[src/hdl/traffic_light_controller_core_assert.svh]
// Assertion macros used by the traffic light controller core RTL.
// Each macro expects i_clk and i_rst_n to be visible where it is used.
`ifndef TRAFFIC_LIGHT_CONTROLLER_CORE_ASSERT_SVH
`define TRAFFIC_LIGHT_CONTROLLER_CORE_ASSERT_SVH

// The consequent must hold in the same cycle as the antecedent.
`define TLC_ASSERT_SAME(label, ante, cons) \
    label: assert property (@(posedge i_clk) disable iff (!i_rst_n) (ante) |-> (cons)) \
        else $error("tlc assertion failed: same-cycle check");

// The consequent must hold in the cycle after the antecedent.
`define TLC_ASSERT_NEXT(label, ante, cons) \
    label: assert property (@(posedge i_clk) disable iff (!i_rst_n) (ante) |=> (cons)) \
        else $error("tlc assertion failed: next-cycle check");

`endif

[src/hdl/tlc_pkg.sv]
package tlc_pkg;

    // Field widths
    localparam int CMD_W     = 2;
    localparam int COUNT_W   = 6;
    localparam int LIGHT_W   = 2;
    localparam int TICK_W    = 8;
    localparam int QUEUE_W   = 8;
    localparam int PASSED_W  = 32;
    localparam int EXTRA_W   = 6;
    localparam int SYM_W     = 3;
    localparam int CFG_IDX_W = 3;
    localparam int CFG_W     = 8;

    localparam int LOG_DEPTH_DEF = 20;

    // Command codes
    localparam logic [CMD_W-1:0] CMD_TICK  = 2'd0;
    localparam logic [CMD_W-1:0] CMD_ADD   = 2'd1;
    localparam logic [CMD_W-1:0] CMD_NIGHT = 2'd2;

    // Configuration register indexes
    localparam logic [CFG_IDX_W-1:0] CFG_GREEN     = 3'd0;
    localparam logic [CFG_IDX_W-1:0] CFG_YELLOW    = 3'd1;
    localparam logic [CFG_IDX_W-1:0] CFG_RED       = 3'd2;
    localparam logic [CFG_IDX_W-1:0] CFG_THRESHOLD = 3'd3;
    localparam logic [CFG_IDX_W-1:0] CFG_EXTRA     = 3'd4;
    localparam logic [CFG_IDX_W-1:0] CFG_PER_TICK  = 3'd5;

    // Configuration reset values
    localparam logic [TICK_W-1:0]  GREEN_RST     = 8'd5;
    localparam logic [TICK_W-1:0]  YELLOW_RST    = 8'd2;
    localparam logic [TICK_W-1:0]  RED_RST       = 8'd4;
    localparam logic [QUEUE_W-1:0] THRESHOLD_RST = 8'd6;
    localparam logic [EXTRA_W-1:0] EXTRA_RST     = 6'd2;
    localparam logic [QUEUE_W-1:0] PER_TICK_RST  = 8'd2;

    // Largest accepted arrival count
    localparam logic [COUNT_W-1:0] MAX_ADD = 6'd50;

    // History symbols
    localparam logic [SYM_W-1:0] SYM_GREEN     = 3'd1;
    localparam logic [SYM_W-1:0] SYM_YELLOW    = 3'd2;
    localparam logic [SYM_W-1:0] SYM_RED       = 3'd3;
    localparam logic [SYM_W-1:0] SYM_BLINK_ON  = 3'd2;
    localparam logic [SYM_W-1:0] SYM_BLINK_OFF = 3'd4;

endpackage

[src/hdl/tlc_cmd_if.sv]
interface tlc_cmd_if import tlc_pkg::*; ();
    logic               valid;
    logic               ready;
    logic [CMD_W-1:0]   cmd;
    logic [COUNT_W-1:0] car_count;

    modport source (output valid, output cmd, output car_count, input ready);
    modport sink   (input valid, input cmd, input car_count, output ready);
endinterface

[src/hdl/tlc_res_if.sv]
interface tlc_res_if import tlc_pkg::*; #(
    parameter int LOG_DEPTH = LOG_DEPTH_DEF
) ();
    logic                    valid;
    logic                    ready;
    logic [LIGHT_W-1:0]      light;
    logic                    night_mode;
    logic                    blink_on;
    logic                    busy_res;
    logic [TICK_W-1:0]       ticks_left;
    logic [QUEUE_W-1:0]      cars_waiting;
    logic [PASSED_W-1:0]     cars_passed;
    logic                    rejected;
    logic [SYM_W*LOG_DEPTH-1:0] history;

    modport source (
        output valid, output light, output night_mode, output blink_on,
        output busy_res, output ticks_left, output cars_waiting,
        output cars_passed, output rejected, output history,
        input  ready
    );
    modport sink (
        input  valid, input light, input night_mode, input blink_on,
        input  busy_res, input ticks_left, input cars_waiting,
        input  cars_passed, input rejected, input history,
        output ready
    );
endinterface

[src/hdl/traffic_light_controller_core.sv]
// Channel   Direction  Carries
// i_cmd     in         cmd, car_count (one request per command)
// o_res     out        light, night_mode, blink_on, busy_res, ticks_left,
//                      cars_waiting, cars_passed, rejected, history
// i_cfg_*   in         write enable, register index, register data
//
// Each command is decoded and applied to the state registers at the edge that
// accepts it, and its result is valid the next cycle.
// The state registers double as the result register, with a flag for rejects.
// A new command is taken in every cycle while o_res is ready or empty.
// Synchronous active-low reset; the light comes up red with four ticks left.
`include "traffic_light_controller_core_assert.svh"

module traffic_light_controller_core import tlc_pkg::*; #(
    parameter int LOG_DEPTH = LOG_DEPTH_DEF
) (
    input  logic                 i_clk,
    input  logic                 i_rst_n,
    tlc_cmd_if.sink              i_cmd,
    tlc_res_if.source            o_res,
    input  logic                 i_cfg_we,
    input  logic [CFG_IDX_W-1:0] i_cfg_idx,
    input  logic [CFG_W-1:0]     i_cfg_data
);

    localparam int HIST_W = SYM_W * LOG_DEPTH;

    typedef enum logic [LIGHT_W-1:0] {
        PH_GREEN  = 2'd0,
        PH_YELLOW = 2'd1,
        PH_RED    = 2'd2
    } t_phase;

    // Configuration registers
    logic [TICK_W-1:0]  r_green_ticks, r_yellow_ticks, r_red_ticks;
    logic [QUEUE_W-1:0] r_threshold, r_per_tick;
    logic [EXTRA_W-1:0] r_extra;

    // State, which is also the visible result
    t_phase              r_phase, n_phase;
    logic                r_night, n_night;
    logic                r_blink, n_blink;
    logic                r_busy, n_busy;
    logic [TICK_W-1:0]   r_countdown, n_countdown;
    logic [QUEUE_W-1:0]  r_queue, n_queue;
    logic [PASSED_W-1:0] r_passed, n_passed;
    logic [HIST_W-1:0]   r_hist, n_hist;
    logic                r_rej, n_rej;
    logic                r_out_valid;

    logic                accept;
    logic [QUEUE_W-1:0]  go;
    logic [QUEUE_W-1:0]  q_left;
    logic [QUEUE_W:0]    q_sum;
    logic [QUEUE_W-1:0]  q_added;
    logic                log_en;
    logic [SYM_W-1:0]    sym;
    logic [HIST_W+SYM_W-1:0] hist_cat;
    logic                add_reject;
    logic                night_tick;

    function automatic logic [TICK_W-1:0] reload_len(
        input t_phase             ph,
        input logic               busy,
        input logic [TICK_W-1:0]  green,
        input logic [EXTRA_W-1:0] extra,
        input logic [TICK_W-1:0]  yellow,
        input logic [TICK_W-1:0]  red
    );
        logic [TICK_W:0]   sum;
        logic [TICK_W-1:0] len;
        sum = {1'b0, green} + {{(TICK_W+1-EXTRA_W){1'b0}}, (busy ? extra : EXTRA_W'(0))};
        unique case (ph)
            PH_GREEN:  len = sum[TICK_W] ? {TICK_W{1'b1}} : sum[TICK_W-1:0];
            PH_YELLOW: len = yellow;
            default:   len = red;
        endcase
        // A zero length would stall the sequence, so it is raised to one tick.
        return (len == '0) ? TICK_W'(1) : len;
    endfunction

    assign accept      = i_cmd.valid && i_cmd.ready;
    assign i_cmd.ready = !r_out_valid || o_res.ready;

    assign go       = (r_queue < r_per_tick) ? r_queue : r_per_tick;
    assign q_left   = r_queue - go;
    assign q_sum    = {1'b0, r_queue} + {{(QUEUE_W+1-COUNT_W){1'b0}}, i_cmd.car_count};
    assign q_added  = q_sum[QUEUE_W] ? {QUEUE_W{1'b1}} : q_sum[QUEUE_W-1:0];

    assign add_reject = accept && i_cmd.cmd == CMD_ADD && i_cmd.car_count > MAX_ADD;
    assign night_tick = accept && r_night && i_cmd.cmd == CMD_TICK;

    always_comb begin
        n_phase     = r_phase;
        n_night     = r_night;
        n_blink     = r_blink;
        n_busy      = r_busy;
        n_countdown = r_countdown;
        n_queue     = r_queue;
        n_passed    = r_passed;
        n_rej       = 1'b0;
        log_en      = 1'b0;
        sym         = SYM_RED;
        unique case (i_cmd.cmd)
            CMD_TICK: begin
                log_en = 1'b1;
                if (r_night) begin
                    n_blink = !r_blink;
                    sym     = n_blink ? SYM_BLINK_ON : SYM_BLINK_OFF;
                end else begin
                    if (r_phase == PH_GREEN && r_queue != '0) begin
                        n_queue  = q_left;
                        n_passed = r_passed + {{(PASSED_W-QUEUE_W){1'b0}}, go};
                        if (q_left <= r_threshold) begin
                            n_busy = 1'b0;
                        end
                    end
                    unique case (r_phase)
                        PH_GREEN:  sym = SYM_GREEN;
                        PH_YELLOW: sym = SYM_YELLOW;
                        default:   sym = SYM_RED;
                    endcase
                    if (r_countdown <= TICK_W'(1)) begin
                        unique case (r_phase)
                            PH_GREEN:  n_phase = PH_YELLOW;
                            PH_YELLOW: n_phase = PH_RED;
                            default:   n_phase = PH_GREEN;
                        endcase
                        n_countdown = reload_len(n_phase, n_busy, r_green_ticks, r_extra,
                                                 r_yellow_ticks, r_red_ticks);
                    end else begin
                        n_countdown = r_countdown - TICK_W'(1);
                    end
                end
            end
            CMD_ADD: begin
                if (i_cmd.car_count > MAX_ADD) begin
                    n_rej = 1'b1;
                end else begin
                    n_queue = q_added;
                    if (q_added > r_threshold) begin
                        n_busy = 1'b1;
                    end
                end
            end
            CMD_NIGHT: begin
                n_night = !r_night;
                if (!r_night) begin
                    n_blink = 1'b1;
                end else begin
                    n_blink     = 1'b0;
                    n_phase     = PH_RED;
                    n_countdown = reload_len(PH_RED, r_busy, r_green_ticks, r_extra,
                                             r_yellow_ticks, r_red_ticks);
                end
            end
            default: begin
            end
        endcase
        hist_cat = {r_hist, sym};
        n_hist   = log_en ? hist_cat[HIST_W-1:0] : r_hist;
    end

    always_ff @(posedge i_clk) begin
        if (!i_rst_n) begin
            r_green_ticks  <= GREEN_RST;
            r_yellow_ticks <= YELLOW_RST;
            r_red_ticks    <= RED_RST;
            r_threshold    <= THRESHOLD_RST;
            r_extra        <= EXTRA_RST;
            r_per_tick     <= PER_TICK_RST;
        end else if (i_cfg_we) begin
            unique case (i_cfg_idx)
                CFG_GREEN:     r_green_ticks  <= i_cfg_data;
                CFG_YELLOW:    r_yellow_ticks <= i_cfg_data;
                CFG_RED:       r_red_ticks    <= i_cfg_data;
                CFG_THRESHOLD: r_threshold    <= i_cfg_data;
                CFG_EXTRA:     r_extra        <= i_cfg_data[EXTRA_W-1:0];
                CFG_PER_TICK:  r_per_tick     <= i_cfg_data;
                default: begin
                end
            endcase
        end
    end

    always_ff @(posedge i_clk) begin
        if (!i_rst_n) begin
            r_phase     <= PH_RED;
            r_night     <= 1'b0;
            r_blink     <= 1'b0;
            r_busy      <= 1'b0;
            r_countdown <= RED_RST;
            r_queue     <= '0;
            r_passed    <= '0;
            r_hist      <= '0;
            r_rej       <= 1'b0;
            r_out_valid <= 1'b0;
        end else if (accept) begin
            r_phase     <= n_phase;
            r_night     <= n_night;
            r_blink     <= n_blink;
            r_busy      <= n_busy;
            r_countdown <= n_countdown;
            r_queue     <= n_queue;
            r_passed    <= n_passed;
            r_hist      <= n_hist;
            r_rej       <= n_rej;
            r_out_valid <= 1'b1;
        end else if (o_res.ready) begin
            r_out_valid <= 1'b0;
        end
    end

    assign o_res.valid        = r_out_valid;
    assign o_res.light        = r_phase;
    assign o_res.night_mode   = r_night;
    assign o_res.blink_on     = r_blink;
    assign o_res.busy_res     = r_busy;
    assign o_res.ticks_left   = r_countdown;
    assign o_res.cars_waiting = r_queue;
    assign o_res.cars_passed  = r_passed;
    assign o_res.rejected     = r_rej;
    assign o_res.history      = r_hist;

    // The countdown is reloaded with at least one tick, so it never reaches zero.
    `TLC_ASSERT_SAME(a_countdown_nonzero, 1'b1, r_countdown != '0)
    // A rejected add leaves the queue as it was.
    `TLC_ASSERT_NEXT(a_reject_keeps_queue, add_reject, $stable(r_queue) && r_rej)
    // A tick in night mode does not move the light.
    `TLC_ASSERT_NEXT(a_night_tick_holds_phase, night_tick, $stable(r_phase) && $stable(r_countdown))

endmodule
[src/flat_wrapper.sv]
// flat-port wrapper written by rule: the top's interface ports become plain ports
module traffic_light_controller_core_flat import tlc_pkg::*;
#(
    parameter int LOG_DEPTH = LOG_DEPTH_DEF
)
  (i_clk, i_rst_n, i_cfg_we, i_cfg_idx, i_cfg_data, i_cmd_valid, i_cmd_cmd, i_cmd_car_count, i_cmd_ready, o_res_valid, o_res_light, o_res_night_mode, o_res_blink_on, o_res_busy_res, o_res_ticks_left, o_res_cars_waiting, o_res_cars_passed, o_res_rejected, o_res_history, o_res_ready);
  tlc_cmd_if i_cmd_i ();
  tlc_res_if #(.LOG_DEPTH(LOG_DEPTH)) o_res_i ();
  input  logic i_clk;
  input  logic i_rst_n;
  input  logic i_cfg_we;
  input  logic [CFG_IDX_W-1:0] i_cfg_idx;
  input  logic [CFG_W-1:0] i_cfg_data;
  input wire logic [$bits(i_cmd_i.valid)-1:0] i_cmd_valid;
  input wire logic [$bits(i_cmd_i.cmd)-1:0] i_cmd_cmd;
  input wire logic [$bits(i_cmd_i.car_count)-1:0] i_cmd_car_count;
  output wire logic [$bits(i_cmd_i.ready)-1:0] i_cmd_ready;
  output wire logic [$bits(o_res_i.valid)-1:0] o_res_valid;
  output wire logic [$bits(o_res_i.light)-1:0] o_res_light;
  output wire logic [$bits(o_res_i.night_mode)-1:0] o_res_night_mode;
  output wire logic [$bits(o_res_i.blink_on)-1:0] o_res_blink_on;
  output wire logic [$bits(o_res_i.busy_res)-1:0] o_res_busy_res;
  output wire logic [$bits(o_res_i.ticks_left)-1:0] o_res_ticks_left;
  output wire logic [$bits(o_res_i.cars_waiting)-1:0] o_res_cars_waiting;
  output wire logic [$bits(o_res_i.cars_passed)-1:0] o_res_cars_passed;
  output wire logic [$bits(o_res_i.rejected)-1:0] o_res_rejected;
  output wire logic [$bits(o_res_i.history)-1:0] o_res_history;
  input wire logic [$bits(o_res_i.ready)-1:0] o_res_ready;
  assign i_cmd_i.valid = i_cmd_valid;
  assign i_cmd_i.cmd = i_cmd_cmd;
  assign i_cmd_i.car_count = i_cmd_car_count;
  assign i_cmd_ready = i_cmd_i.ready;
  assign o_res_valid = o_res_i.valid;
  assign o_res_light = o_res_i.light;
  assign o_res_night_mode = o_res_i.night_mode;
  assign o_res_blink_on = o_res_i.blink_on;
  assign o_res_busy_res = o_res_i.busy_res;
  assign o_res_ticks_left = o_res_i.ticks_left;
  assign o_res_cars_waiting = o_res_i.cars_waiting;
  assign o_res_cars_passed = o_res_i.cars_passed;
  assign o_res_rejected = o_res_i.rejected;
  assign o_res_history = o_res_i.history;
  assign o_res_i.ready = o_res_ready;
  traffic_light_controller_core #(.LOG_DEPTH(LOG_DEPTH)) u_core (.i_clk(i_clk), .i_rst_n(i_rst_n), .i_cmd(i_cmd_i), .o_res(o_res_i), .i_cfg_we(i_cfg_we), .i_cfg_idx(i_cfg_idx), .i_cfg_data(i_cfg_data));
endmodule
[config.mk]
export PLATFORM = sky130hd
export DESIGN_NAME = traffic_light_controller_core_flat
export DESIGN_NICKNAME = d
export VERILOG_FILES = /design/src/hdl/tlc_pkg.sv /design/src/hdl/tlc_cmd_if.sv /design/src/hdl/tlc_res_if.sv /design/src/hdl/traffic_light_controller_core.sv /design/src/flat_wrapper.sv
export VERILOG_INCLUDE_DIRS = /design/src /design/src/hdl
export SDC_FILE = /design/constraint.sdc
export NUM_CORES = 1
export LEC_CHECK = 0
export BUFFER_PORTS_ARGS = -buffer_cell sky130_fd_sc_hd__buf_2
export CORE_MARGIN = 1.5
export CORE_UTILIZATION = 25
export DETAILED_ROUTE_END_ITERATION = 16
export SYNTH_ARGS = -nofsm -noshare
export SYNTH_HDL_FRONTEND = slang
export SYNTH_SLANG_ARGS = --single-unit
[constraint.sdc]
create_clock -name i_clk -period 7.54 [get_ports i_clk]
set_input_delay 1.885 -clock i_clk [delete_from_list [all_inputs] [get_ports i_clk]]
set_output_delay 1.885 -clock i_clk [all_outputs]
set_load 0.02 [all_outputs]
Word level (Yosys, flattened, before mapping)
Cells that the tools add are included.
Widths: inputs -> output; s select.
{ "totals": {"input_bits": 24, "rom_bits": 0, "latchBits": 0, "wordCells": 121, "regBits": 161, "mem_count": 0, "mem_bits_rw": 0, "out_inout_bits": 116} }
{ "op_classes": {"n_bitwise": 1, "n_mul": 0, "mux": 48, "shifts": 0, "reduce_logical": 30, "div_mod_pow": 0, "n_eq_ne": 16, "magnitude_cmp": 5, "addsub": 5} }
{ "op_table": {"columns": ["operator", "count"], "rows": [
  ["$mux 8", 16],
  ["$pmux 8 s2", 3],
  ["$add 32x8->32", 1],
  ["$add 8x6->9", 2],
  ["$logic_not 8->1", 2],
  ["$reduce_and 2->1", 8],
  ["$reduce_and 5->1", 3],
  ["$mux 1", 14],
  ["$mux 2", 6],
  ["$pmux 2 s2", 3],
  ["$ne 2x2->1 const B", 5],
  ["$mux 3", 3],
  ["$gt 8x8->1", 1],
  ["$le 8x1->1 const B", 1],
  ["$le 8x8->1", 1],
  ["$lt 8x8->1", 1],
  ["$reduce_and 4->1", 2],
  ["$reduce_bool 8->1", 1],
  ["$sub 8x1->8 const B", 1],
  ["$sub 8x8->8", 1],
  ["$eq 2x1->1 const B", 3],
  ["$eq 3x2->1 const B", 2],
  ["$eq 3x3->1 const B", 2],
  ["$gt 6x6->1 const B", 1],
  ["13 further kinds", 22]
]} }

Depth between registers and ports, before layout
{ "depth": {"word_depth": 20, "depth_mapped": 37, "mapped_depth_nobuf": 37} }

Worst setup path before layout
Ideal clock, no wire load.
{ "synth_path": {"path_kind": "reg2reg", "start": "register u_core.r_queue[4] (netlist: u_core.o_res.cars_waiting[4])", "end": "register u_core.r_countdown[0] (netlist: u_core.o_res.ticks_left[0])", "path_slack_ps": 744, "setup_ps": 61, "path_buffers": 1, "synth_period_minus_slack_ps": 6796, "path_stages_with_launch": 34, "t_required_ps": 7479, "t_arrival_ps": 6735, "path_cell_list": "dfxtp_1 ha_1 a21o_1 a221o_1 a21oi_4 clkbuf_1 a21o_1 inv_1 ha_1 inv_1 a211oi_1 nor2_1 o211a_1 nand2b_1 a21o_1 nand2b_1 a21oi_1 xor2_1 ha_1 nand3_1 o21ai_0 a21oi_1 nor2b_1 and2_1 ha_1 nor2b_1 o21a_1 o211a_1 o311ai_2 a41oi_1 a2111oi_0 nand3b_1 a2111oi_0 a311o_1"} }
{ "synth_between": {"elab_chain_cells": 20, "word_cells_on_any_way": 22, "cone_classes": "add/sub (2); order compare (2); mux (15); reduce/logical (3)"} }
{ "synth_rtl": {"columns": ["item", "line", "source"], "rows": [
  ["start, declared", "traffic_light_controller_core.sv:45", "logic [QUEUE_W-1:0] r_queue, n_queue;"],
  ["start signal, assigned", "traffic_light_controller_core.sv:204", "r_queue <= n_queue;"],
  ["$lt 8x8->1", "traffic_light_controller_core.sv:85", "assign go = (r_queue < r_per_tick) ? r_queue : r_per_tick;"],
  ["$mux 8", "traffic_light_controller_core.sv:85", null],
  ["$sub 8x8->8", "traffic_light_controller_core.sv:86", "assign q_left = r_queue - go;"],
  ["$le 8x8->1", "traffic_light_controller_core.sv:114", "if (q_left <= r_threshold) begin"],
  ["$mux 1", "traffic_light_controller_core.sv:114", null],
  ["$mux 1 *", "traffic_light_controller_core.sv:111", "if (r_phase == PH_GREEN && r_queue != '0) begin"],
  ["$mux 1 *", "traffic_light_controller_core.sv:107", "if (r_night) begin"],
  ["$mux 1 *", "traffic_light_controller_core.sv:104", "unique case (i_cmd.cmd)"],
  ["[... 4 more ...]", null, null],
  ["$mux 8 *", "traffic_light_controller_core.sv:123", "if (r_countdown <= TICK_W'(1)) begin"],
  ["$mux 8 *", "traffic_light_controller_core.sv:107", null],
  ["$mux 8 *", "traffic_light_controller_core.sv:104", null],
  ["$logic_not 8->1", "traffic_light_controller_core.sv:79", "return (len == '0) ? TICK_W'(1) : len;"],
  ["$mux 8 *", "traffic_light_controller_core.sv:79", null],
  ["$mux 8 *", "traffic_light_controller_core.sv:123", null],
  ["$mux 8 *", "traffic_light_controller_core.sv:107", null],
  ["$pmux 8 s2 *", "traffic_light_controller_core.sv:104", null],
  ["end signal, assigned", "traffic_light_controller_core.sv:203", "r_countdown <= n_countdown;"],
  ["end, declared", "traffic_light_controller_core.sv:44", "logic [TICK_W-1:0] r_countdown, n_countdown;"]
]} }
Every way passes the cells marked *; elsewhere a longest branch is shown, timed or not. The select of a mux whose other input is x is not followed.
A chain may end at the register's enable or synchronous reset.

Worst setup path after layout
{ "layout_path": {"start": "register u_core.r_queue[6] (netlist: u_core.o_res.cars_waiting[6])", "end": "register u_core.r_countdown[0] (netlist: u_core.o_res.ticks_left[0])"} }
The elaborated chain is that of the path after synthesis.

==> impl_metrics.json <==
{
  "vias": 8219,
  "hold_class": "flip-flop to flip-flop",
  "async_reset_ff_frac": 0,
  "grt_overflow": 0,
  "drt-initial-drc-count": 440,
  "dpl.hpwl_microns": 19750,
  "cp_max_fo": 12,
  "worst_pin_slew_ns": 0.9304,
  "cts_buffer_depth": 2,
  "synth_edf_count": 0,
  "pwr-share-comb": 0.157,
  "htree_levels": 4,
  "crit_top_cell": "ha_1",
  "gp_congestion": 0.8961,
  "die_area_sq_um": 35970,
  "setup_viol": 0,
  "power.switching_mw": 0.6593,
  "timing.hold.ws_ns": 0.4545,
  "worst_setup_path_start_kind": "flip-flop",
  "vias_per_cell": 4.840,
  "cp.arrival_ns": 7.41,
  "wl_per_cell_microns": 16.00,
  "utilization": 0.3030,
  "clkLatencyLatePin_ns": 0.44,
  "ys_seq_area_frac": 0.3701,
  "stdcell_area_sq_um": 10440,
  "layoutNonFillerInstCount": 1698,
  "run_status": "completed",
  "drt_wl_total_microns": 27170,
  "design.core.area_sq_um": 34460,
  "synthCells": 1118,
  "grt_max_degree": 81,
  "min_period_ns": 7.020,
  "cts_tree": "done",
  "cts_buffers": 17,
  "power.density_nw_per_um2": 200.5,
  "worst_path_largest_cell_delay_ns": 0.47,
  "period_share": 0.9310,
  "worst_path_max_delay_cell": "dfxtp_2",
  "grt_pass1_vias": 7698,
  "p_clk_frac": 0.423,
  "netlist_area_sq_um": 8710,
  "fp.dieW_microns": 189.7,
  "clkTransAtPathRegs_ns": 0.08,
  "num-fill-cells": 3705,
  "ys_seq_elements": 161,
  "mostFrequentLayoutCells": "nand2_1, dfxtp_1, buf_2",
  "p_int_mw": 1.434,
  "maxCapViolCount": 0,
  "ys_types": 64,
  "slew_headroom": 0.3775,
  "ant_nets": 0,
  "fin_setup_tns_ns": 0,
  "nets": 1308,
  "io_buffers": 139,
  "finClkSkew_ns": 0.01425,
  "finalPower_mw": 2.093,
  "place_area_sq_um": 9832,
  "rsz0062_at_grt": "false",
  "p_leak_nw": 4.137,
  "grt_pass1_wl_microns": 42410,
  "vdd_drop_max_mv": 0.1470,
  "cts_sinks": 161,
  "initial_core_util": 0.2528,
  "pre_cts_slack_ns": 0.3799,
  "layout_commonest_cell": "nand2_1",
  "p_seq_frac": 0.420,
  "crit_type": "flip-flop to flip-flop",
  "numPlacedInstances": 1666,
  "fp.dieH_microns": 189.7,
  "syn2layout_area_growth_pct": 19.88,
  "hold_viol": 0,
  "firstDrtPassIters": 5,
  "critPathRequiredTime_ns": 7.93,
  "end_kind": "flip-flop",
  "final_max_slew_viol_count": 0,
  "syn_nets": 1196,
  "setup_slack_ns": 0.5202,
  "avgSynthCellArea_sq_um": 7.790,
  "yosysWarnings": 0,
  "drive_above_1_share": 0.1649,
  "max_freq_mhz": 142.5,
  "grtUsageTotal": 0.1501,
  "power_switching_share": 0.3150,
  "drc": 0,
  "antenna_found_initial": 0,
  "num_io_pins": 140,
  "synth_flop_cell": "dfxtp_1",
  "rows": 68,
  "antenna-diode-count": 0,
  "clockRootBuffer": "clkbuf_16"
}
## power groups by stage
stage	registers, mW	logic [mW]	clock network (mW)
after floorplan	0.902	0.229	0
after global placement	0.898	0.325	0
after detailed placement	0.899	0.327	0
after CTS	0.879	0.329	0.903
after global routing	0.881	0.367	0.938
final	0.879	0.329	0.885
## state kept, by name, summed over array words and instances, names as in the netlist, 2 cells and up
name,count
u_core.r_extra,6
u_core.r_red_ticks,8
u_core.o_res.cars_waiting,8
u_core.o_res.ticks_left,8
u_core.r_yellow_ticks,8
u_core.o_res.light,2
u_core.r_per_tick,8
u_core.o_res.cars_passed,32
u_core.o_res.history,60
u_core.r_threshold,8
u_core.r_green_ticks,8
## logic make-up after synthesis
logic type	Yosys count	synth area share
xor gates and xnor gates	31	0.03117
muxes	21	0.02442
adders and majority gates	54	0.07930
AOI/OAI and AO/OA	283	0.2049
buffers and inverters	95	0.04238
and+or+nand+nor	473	0.2478
DFF	161	0.3701
## layer usage
| metal | vias to the layer above | GRT usage | share of wire |
|---|---|---|---|
| li1 | 4150 | - | - |
| met1 | 3878 | 0.1925 | 0.47 |
| met2 | 167 | 0.2532 | 0.48 |
| met3 | 24 | 0.03413 | 0.045 |
| met4 | 0 | 0.03785 | 0.013 |
| met5 | - | 0 | 0 |
## critical path, delay by kind of cell (launching register included)
| family | cells | cell delay (ns) |
|---|---|---|
| compound gates | 16 | 3.77 |
| fa+ha+maj | 5 | 1.32 |
| simple gates | 10 | 1.04 |
| flops | 1 | 0.47 |
| buf+inv | 3 | 0.20 |
| xor+xnor | 1 | 0.17 |
## path summary, 6_finish.rpt
kind,startpoint,endpoint,slack (ns),depth (start not counted)
worst min register to register,u_core.o_res.history[57],u_core.o_res.history[57],0.45,2
worst max-delay path,u_core.o_res.cars_waiting[6],u_core.o_res.ticks_left[0],0.52,35
worst min-delay path,u_core.o_res.history[57],u_core.o_res.history[57],0.45,2
worst max register to register,u_core.o_res.cars_waiting[6],u_core.o_res.ticks_left[0],0.52,35
## area by class of cell
| type | instances | area (sq um) | area share |
|---|---|---|---|
| well taps | 455 | 569.3 | 0.05452 |
| multi-input cells | 862 | 5149 | 0.4931 |
| flip-flops and latches | 161 | 3224 | 0.3088 |
| clock buffers | 17 | 425.4 | 0.04074 |
| inverters | 41 | 156.4 | 0.01498 |
| repair buffers | 147 | 755.7 | 0.07238 |
| clock inverters | 15 | 161.4 | 0.01546 |
## synthesized netlist by cell type, drive strengths merged (3+ instances only)
| cell | number | area share |
|---|---|---|
| nand2 | 236 | 0.10 |
| dfxtp | 161 | 0.37 |
| a21oi | 142 | 0.086 |
| nor2 | 78 | 0.034 |
| ha | 52 | 0.075 |
| clkbuf | 46 | 0.020 |
| o21ai | 45 | 0.028 |
| inv | 40 | 0.017 |
| nand3 | 23 | 0.013 |
| nor3 | 23 | 0.013 |
| mux2i | 19 | 0.022 |
| nor2b | 19 | 0.014 |
| xor2 | 16 | 0.016 |
| a211oi | 15 | 0.013 |
| nand2b | 15 | 0.011 |
| xnor2 | 15 | 0.015 |
| a21o | 14 | 0.012 |
| nand4 | 13 | 0.0093 |
| o211ai | 13 | 0.011 |
| or4 | 13 | 0.011 |
| or3 | 12 | 0.0086 |
| and2 | 10 | 0.0072 |
| nor4 | 9 | 0.0065 |
| buf | 8 | 0.0049 |
| o31ai | 8 | 0.0069 |
| and3 | 7 | 0.0050 |
| o21a | 7 | 0.0060 |
| a2111oi | 4 | 0.0062 |
| a311o | 4 | 0.0046 |
| a31oi | 4 | 0.0029 |
| or2 | 4 | 0.0029 |
| a21boi | 3 | 0.0026 |
| a221o | 3 | 0.0036 |
| a221oi | 3 | 0.0030 |
| a311oi | 3 | 0.0030 |
| nand3b | 3 | 0.0026 |
| o311ai | 3 | 0.0039 |
## what timing repair did
| item | CTS | global route |
|---|---|---|
| hold buffers | 0 | 0 |
| setup buffers | 0 | 0 |
| resized for setup | 0 | 6 |
| setup endpoints to repair | 0 | 1 |
(Power assumes the default switching activity.)
